==> config.mk <==
export PLATFORM = sky130hd
export DESIGN_NAME = midi_note_scale_quantizer
export DESIGN_NICKNAME = d
export VERILOG_FILES = /design/src/design/mnsq_pkg.sv /design/src/design/mnsq_snap.sv /design/src/design/midi_note_scale_quantizer.sv
export SDC_FILE = /design/constraint.sdc
export NUM_CORES = 1
export LEC_CHECK = 0
export BUFFER_PORTS_ARGS = -buffer_cell sky130_fd_sc_hd__buf_2
export CAP_MARGIN = 20
export CORE_UTILIZATION = 48
export DETAILED_ROUTE_END_ITERATION = 10
export PLACE_DENSITY_LB_ADDON = 0.2
export RECOVER_POWER = 25
export SYNTH_ARGS = -nofsm -noshare
export SYNTH_HDL_FRONTEND = slang
export SYNTH_SLANG_ARGS = --single-unit
==> constraint.sdc <==
create_clock -name clk -period 18.78 [get_ports clk]
set_clock_uncertainty 0.1 [all_clocks]
set_input_delay 5.634 -clock clk [delete_from_list [all_inputs] [get_ports clk]]
set_output_delay 5.634 -clock clk [all_outputs]
set_load 0.005 [all_outputs]
==> src/design/mnsq_pkg.sv <==
// mnsq_pkg: shared types, codes and tables for the midi note scale quantizer
// holds the scale mask rom, pitch-class helpers and configuration codes
// no dependencies
`timescale 1ns / 1ps
`default_nettype none

package mnsq_pkg;

  localparam int PITCH_CLASSES = 12;
  localparam int CFG_DATA_W    = 5;
  localparam int CFG_INDEX_W   = 2;

  // configuration register indexes
  localparam logic [CFG_INDEX_W-1:0] CFG_ROOT_NOTE    = 2'd0;
  localparam logic [CFG_INDEX_W-1:0] CFG_SCALE_SELECT = 2'd1;
  localparam logic [CFG_INDEX_W-1:0] CFG_SNAP_MODE    = 2'd2;

  // snap modes, any other code behaves as nearest
  localparam logic [1:0] SNAP_NEAREST = 2'd0;
  localparam logic [1:0] SNAP_DOWN    = 2'd1;
  localparam logic [1:0] SNAP_UP      = 2'd2;

  // message types in the status high nibble
  localparam logic [3:0] MSG_NOTE_OFF = 4'h8;
  localparam logic [3:0] MSG_NOTE_ON  = 4'h9;

  typedef struct packed {
    logic [3:0] root_note;
    logic [4:0] scale_select;
    logic [1:0] snap_mode;
  } cfg_t;

  // bit k set: pitch class k above the root is in the scale
  function automatic logic [11:0] scale_mask(input logic [4:0] idx);
    logic [11:0] m;
    case (idx)
      5'd0:    m = 12'hAB5;
      5'd1:    m = 12'h5AD;
      5'd2:    m = 12'h9AD;
      5'd3:    m = 12'hAAD;
      5'd4:    m = 12'h6AD;
      5'd5:    m = 12'h5AB;
      5'd6:    m = 12'hAD5;
      5'd7:    m = 12'h6B5;
      5'd8:    m = 12'h56B;
      5'd9:    m = 12'h295;
      5'd10:   m = 12'h4A9;
      5'd11:   m = 12'h4E9;
      5'd12:   m = 12'hFFF;
      5'd13:   m = 12'hAB5;
      5'd14:   m = 12'hAD5;
      5'd15:   m = 12'h6B5;
      5'd16:   m = 12'h9B3;
      5'd17:   m = 12'h9D3;
      5'd18:   m = 12'hAD3;
      5'd19:   m = 12'h6AD;
      5'd20:   m = 12'h5AD;
      5'd21:   m = 12'h5AB;
      5'd22:   m = 12'h9CB;
      5'd23:   m = 12'h295;
      5'd24:   m = 12'h529;
      5'd25:   m = 12'h895;
      5'd26:   m = 12'h5B5;
      5'd27:   m = 12'h9AD;
      default: m = 12'hFFF;
    endcase
    return m;
  endfunction

  // value mod 12 for values below 256, by reciprocal multiply
  function automatic logic [3:0] mod12(input logic [7:0] v);
    logic [15:0] prod;
    logic [4:0]  q;
    logic [7:0]  rem;
    prod = {8'd0, v} * 16'd171;
    q    = prod[15:11];
    rem  = v - 8'(q * 4'd12);
    return rem[3:0];
  endfunction

  // index of the highest set bit, 0 when none
  function automatic logic [3:0] msb_index(input logic [11:0] m);
    logic [3:0] idx;
    idx = 4'd0;
    for (int k = 0; k < PITCH_CLASSES; k++) begin
      if (m[k]) idx = 4'(k);
    end
    return idx;
  endfunction

  // index of the lowest set bit, 0 when none
  function automatic logic [3:0] lsb_index(input logic [11:0] m);
    logic [3:0] idx;
    idx = 4'd0;
    for (int k = PITCH_CLASSES - 1; k >= 0; k--) begin
      if (m[k]) idx = 4'(k);
    end
    return idx;
  endfunction

endpackage

`default_nettype wire

==> src/design/mnsq_snap.sv <==
// mnsq_snap: combinational note snapping to the selected scale
// finds the nearest scale tones below and above, wrapping the octave, and clamps
// depends on mnsq_pkg
`timescale 1ns / 1ps
`default_nettype none

module mnsq_snap (
  input  wire mnsq_pkg::cfg_t cfg,
  input  wire logic [6:0]     note,
  output logic [6:0]          snapped
);
  import mnsq_pkg::*;

  logic [11:0] mask;
  logic [7:0]  shifted;
  logic [3:0]  pc;
  logic [11:0] pc_bit;
  logic [11:0] lo_mask;
  logic [11:0] hi_mask;
  logic [11:0] above_bits;
  logic        in_scale;
  logic [4:0]  dn_wide;
  logic [4:0]  up_wide;
  logic [3:0]  dn;
  logic [3:0]  up;
  logic        go_down;
  logic [7:0]  up_sum;

  always_comb begin
    mask     = scale_mask(cfg.scale_select);
    shifted  = {1'b0, note} + 8'd24 - {4'd0, cfg.root_note};
    pc       = mod12(shifted);
    pc_bit   = 12'd1 << pc;
    in_scale = |(mask & pc_bit);
    lo_mask  = mask & (pc_bit - 12'd1);
    // above_bits covers classes up to pc; hi_mask keeps those strictly above, empty when pc is eleven
    above_bits = (pc_bit << 1) - 12'd1;
    hi_mask  = mask & ~above_bits;

    if (|lo_mask) dn_wide = {1'b0, pc} - {1'b0, msb_index(lo_mask)};
    else          dn_wide = {1'b0, pc} + 5'd12 - {1'b0, msb_index(mask)};
    if (|hi_mask) up_wide = {1'b0, lsb_index(hi_mask)} - {1'b0, pc};
    else          up_wide = {1'b0, lsb_index(mask)} + 5'd12 - {1'b0, pc};
    dn = dn_wide[3:0];
    up = up_wide[3:0];

    case (cfg.snap_mode)
      SNAP_DOWN: go_down = 1'b1;
      SNAP_UP:   go_down = 1'b0;
      default:   go_down = (dn <= up);
    endcase

    up_sum = {1'b0, note} + {4'd0, up};

    if (in_scale) begin
      snapped = note;
    end else if (go_down) begin
      snapped = (note < {3'd0, dn}) ? 7'd0 : note - {3'd0, dn};
    end else begin
      snapped = up_sum[7] ? 7'd127 : up_sum[6:0];
    end
  end

endmodule

`default_nettype wire

==> src/design/midi_note_scale_quantizer.sv <==
// midi_note_scale_quantizer: top level with config registers and item pipeline
// depends on mnsq_pkg and mnsq_snap
`timescale 1ns / 1ps
`default_nettype none

// Takes one three-byte MIDI channel message per item and returns one item with
// note-on and note-off notes snapped to the scale chosen by root_note,
// scale_select and snap_mode; note-on with velocity zero and note-off both come
// out as 0x8n with velocity zero, all other messages pass unchanged. Throughput
// is one item per clock cycle while out_stall is low. The input register captures
// an item on acceptance, the combinational snap logic between the two registers
// works on it, and the result register then loads the result and raises out_valid
// unless the output is stalled; the result leaves when out_stall is low.
// in_stall rises only when both registers hold items and out_stall is high.
// Configuration is written through write_enable, write_index and write_data;
// write it only while no item is in flight.
module midi_note_scale_quantizer (
  input  wire logic                            clk,
  input  wire logic                            rst,
  input  wire logic                            write_enable,
  input  wire logic [mnsq_pkg::CFG_INDEX_W-1:0] write_index,
  input  wire logic [mnsq_pkg::CFG_DATA_W-1:0]  write_data,
  input  wire logic                            in_valid,
  output logic                                 in_stall,
  input  wire logic [7:0]                      status_byte,
  input  wire logic [6:0]                      first_data,
  input  wire logic [6:0]                      second_data,
  output logic                                 out_valid,
  input  wire logic                            out_stall,
  output logic [7:0]                           out_status,
  output logic [6:0]                           out_first_data,
  output logic [6:0]                           out_second_data
);
  import mnsq_pkg::*;

  cfg_t       cfg;
  logic       s1_valid;
  logic [7:0] s1_status;
  logic [6:0] s1_first;
  logic [6:0] s1_second;
  logic       s2_ready;
  logic       s1_ready;
  logic [6:0] snapped;
  logic [3:0] s1_type;
  logic [7:0] status_next;
  logic [6:0] first_next;
  logic [6:0] second_next;

  always_ff @(posedge clk) begin
    if (rst) begin
      cfg <= '0;
    end else if (write_enable) begin
      unique case (write_index)
        CFG_ROOT_NOTE:    cfg.root_note    <= write_data[3:0];
        CFG_SCALE_SELECT: cfg.scale_select <= write_data[4:0];
        CFG_SNAP_MODE:    cfg.snap_mode    <= write_data[1:0];
        default:          ;
      endcase
    end
  end

  assign s2_ready = !out_valid || !out_stall;
  assign s1_ready = !s1_valid || s2_ready;
  assign in_stall = !s1_ready;

  // input register
  always_ff @(posedge clk) begin
    if (rst) begin
      s1_valid <= 1'b0;
    end else if (s1_ready) begin
      s1_valid <= in_valid;
    end
    if (s1_ready && in_valid) begin
      s1_status <= status_byte;
      s1_first  <= first_data;
      s1_second <= second_data;
    end
  end

  mnsq_snap u_snap (
    .cfg     (cfg),
    .note    (s1_first),
    .snapped (snapped)
  );

  assign s1_type = s1_status[7:4];

  always_comb begin
    if (s1_type == MSG_NOTE_ON && s1_second != 7'd0) begin
      status_next = {MSG_NOTE_ON, s1_status[3:0]};
      first_next  = snapped;
      second_next = s1_second;
    end else if (s1_type == MSG_NOTE_ON || s1_type == MSG_NOTE_OFF) begin
      status_next = {MSG_NOTE_OFF, s1_status[3:0]};
      first_next  = snapped;
      second_next = 7'd0;
    end else begin
      status_next = s1_status;
      first_next  = s1_first;
      second_next = s1_second;
    end
  end

  // result register
  always_ff @(posedge clk) begin
    if (rst) begin
      out_valid <= 1'b0;
    end else if (s2_ready) begin
      out_valid <= s1_valid;
    end
    if (s2_ready && s1_valid) begin
      out_status      <= status_next;
      out_first_data  <= first_next;
      out_second_data <= second_next;
    end
  end

  a_stall_needs_full: assert property (@(posedge clk) disable iff (rst)
    in_stall |-> (s1_valid && out_valid))
    else $error("input stalled while pipeline has room");

  a_accept_loads: assert property (@(posedge clk) disable iff (rst)
    (in_valid && !in_stall) |=> s1_valid)
    else $error("accepted item not held in input register");

  a_note_off_zero_vel: assert property (@(posedge clk) disable iff (rst)
    (out_valid && out_status[7:4] == MSG_NOTE_OFF) |-> (out_second_data == 7'd0))
    else $error("note-off item with nonzero velocity");

  a_note_on_vel: assert property (@(posedge clk) disable iff (rst)
    (out_valid && out_status[7:4] == MSG_NOTE_ON) |-> (out_second_data != 7'd0))
    else $error("note-on item with zero velocity");

endmodule

`default_nettype wire

==> run summary <==
Status - complete, no violations
Number of antenna violations at the first check in global routing - 0
Postcts setup bufs - 0
RePlAce Congestion - 0.939
Most numerous cell in the Yosys netlist - ha_1
CTS tree - yes
Antenna cells - 0
Synth area leader - edfxtp_1
Most frequent CP cell - ha_1
Synth cell count leaders - 82 x ha_1, 70 x inv_1, 49 x nor2_1
HP Start - s1_status[3]$_DFFE_PP_
CP Launch Point - s1_first[1]$_DFFE_PP_
FF-to-FF path depth - 46
Root buffer cell - clkbuf_16
Slew headroom - 0.307
Register area share after synthesis - 0.289
Die width - 116 um
Routed vias/inst - 5.69
Critical R2R Capture - out_first_data[6]$_DFFE_PP_
Layout cells sized above 1 - 0.148
Worst Setup EP - out_first_data[6]$_DFFE_PP_
Synth Register Bits - 68
Core area - 12,600 um^2
Fin crit share - 0.652
Synth Cell Area - 6230 um^2
EDFF count, synth - 44
Final net count - 845
Post-layout minimum cycle time - 12.24 ns
Number of max-cap violations - 0
Count of cell types in the netlist - 73
Final setup TNS - 0 ns
Remaining DRCs - 0
Area contributors post-synth - edfxtp_1 21%, ha_1 16%, dfxtp_1 7.7%
Syn Inst Count - 669
Vias in the first global route - 4,915
YS warnings - 0
Row cnt - 41
Crit path DAT - 12.35 ns
RSZ-0062 raised after global routing - false
Syn_nets - 802
Cells resized by post-CTS repair - 0
Grt total ovfl - 0
HPWL after DPL - 11,200 um
CTS Buffer Depth - 2
Post-CTS Hold Buffers - 0
Vias - 5,054
Fin. Hold Viols - 0
Die ar. - 13,400 um^2
R2R Path Start - s1_first[1]$_DFFE_PP_
Largest net degree at the start of global routing - 25
CTS Buf Count - 9
Synthesized area per cell - 9.31 um^2
Global-route usage over all layers - 0.225
Worst-Skew Late Latency - 0.34 ns
Starting DRC count in detailed routing - 289
First-pass iteration count of the detailed router - 5
Crit. End Element - flop
Maximum fanout along the worst path - 24
IO Port Bufs - 57
Hold Crit Class - reg -> reg
Die H - 116 um
IO Count - 58
Final setup violation count - 0
Routed WL - 14,500 um
Post-route ant nets - 0
Fraction of registers with async set/reset - 0
Startpoint Class - flop
Reg2reg setup slack - 6.54 ns
DR WL/cell - 16.3 um
Initial Util - 0.494
Ys flop type - edfxtp_1
Worst path slowest cell - xor2_4
Reg clk slew, reported paths - 0.06 ns
Yosys top cell area share - 0.212
Worst Tran Pin Value - 1.04 ns
CTS H-tree depth - 3
Final Max Slew Viols - 0
Clk sink count - 68
Worst path max stage delay - 0.61 ns
Fmax - 81.7 MHz
First-pass GRT wire length - 23,500 um
Critical path class - reg -> reg
Required time worst endpoint - 18.89 ns
P&R area growth vs syn - 11.6%
-- layer usage --
layer / GRT usage / part of all wire / routed length (um)
met1: 0.282 / 0.44 / 6410
met2: 0.383 / 0.48 / 7010
met3: 0.0366 / 0.044 / 630
met4: 0.0957 / 0.029 / 414
met5: 0 / 0 / 0
-- worst max-delay path: cells and delay by family (launching register included) --
kind | cells | cell delay [ns]
adders and majority gates | 13 | 4.76
AOI/OAI and AO/OA | 15 | 2.99
xor gates and xnor gates | 7 | 2.13
buffers and inverters | 4 | 0.23
muxes | 2 | 0.60
DFF | 1 | 0.52
and+or+nand+nor | 5 | 0.76
-- state kept, by name (all words and copies together) (netlist names) --
name             cells
s1_second            7
out_valid            1
s1_status            8
out_status           8
s1_first             7
cfg                 11
s1_valid             1
out_second_data      7
u_snap.mask         11
out_first_data       7
-- placed cells by master, fill, tap and decap left out, types with 8 or more instances in the layout --
master     count
ha_1          82
a21oi_1       31
nand2b_1      10
nor3_1        13
mux2i_1       27
nor2_1        49
edfxtp_1      44
o21a_1         9
buf_2         57
xnor2_1       22
nand2_1       42
nor2b_1       14
o21ai_0       42
a211oi_1       8
nand3_1       18
inv_1         70
fa_1          17
dfxtp_1       24
clkbuf_16      9
-- how the worst min path moves through the flow --
stage,depth (start not counted),slack [ns],endpoint
finish,0,0.32,out_status[3]$_DFFE_PP_
global route,0,0.33,out_status[1]$_DFFE_PP_
CTS,0,0.32,out_status[3]$_DFFE_PP_
detailed placement,0,0.31,out_status[3]$_DFFE_PP_
global placement,0,0.30,out_status[1]$_DFFE_PP_
floorplan,0,0.30,out_status[0]$_DFFE_PP_
-- cells by family (layout without fill, tap and decap cells) --
logic type | count (synthesis) | after routing | share of synthesized area
buffers and inverters | 98 | 146 | 0.0629
adder cells (fa/ha/maj) | 99 | 99 | 0.219
XOR/XNOR | 30 | 30 | 0.0488
flip-flops | 68 | 68 | 0.289
AO/OA/AOI/OAI | 155 | 155 | 0.172
AND/OR/NAND/NOR | 183 | 183 | 0.146
multiplexers | 36 | 36 | 0.0620
-- metrics by stage --
step | instance area (um^2) | hold slack (ns) | utilization | cells | setup slack [ns]
finish | 6950 | 0.317 | 0.551 | 889 | 6.54
global route | 6950 | 0.328 | 0.551 | 889 | 5.64
CTS | 6900 | 0.320 | 0.547 | 886 | 6.53
detailed placement | 6610 | 0.306 | 0.524 | 870 | 6.57
global placement | 6610 | 0.301 | 0.524 | 870 | 6.97
floorplan | 6230 | 0.300 | - | 669 | 7.22
-- cell type report --
type	count	area [um^2]
Clock buffer	9	225
Multi-Input combinational cell	503	4040
Timing Repair Buffer	60	339
Fill cell	1183	5670
Inverter	70	263
Clock inverter	7	66.3
Tap cell	172	215
Sequential cell	68	1800
Power is left out: the tool's default activity adds up to more than one toggle a clock period on the data nets, which glitch-free logic cannot reach.
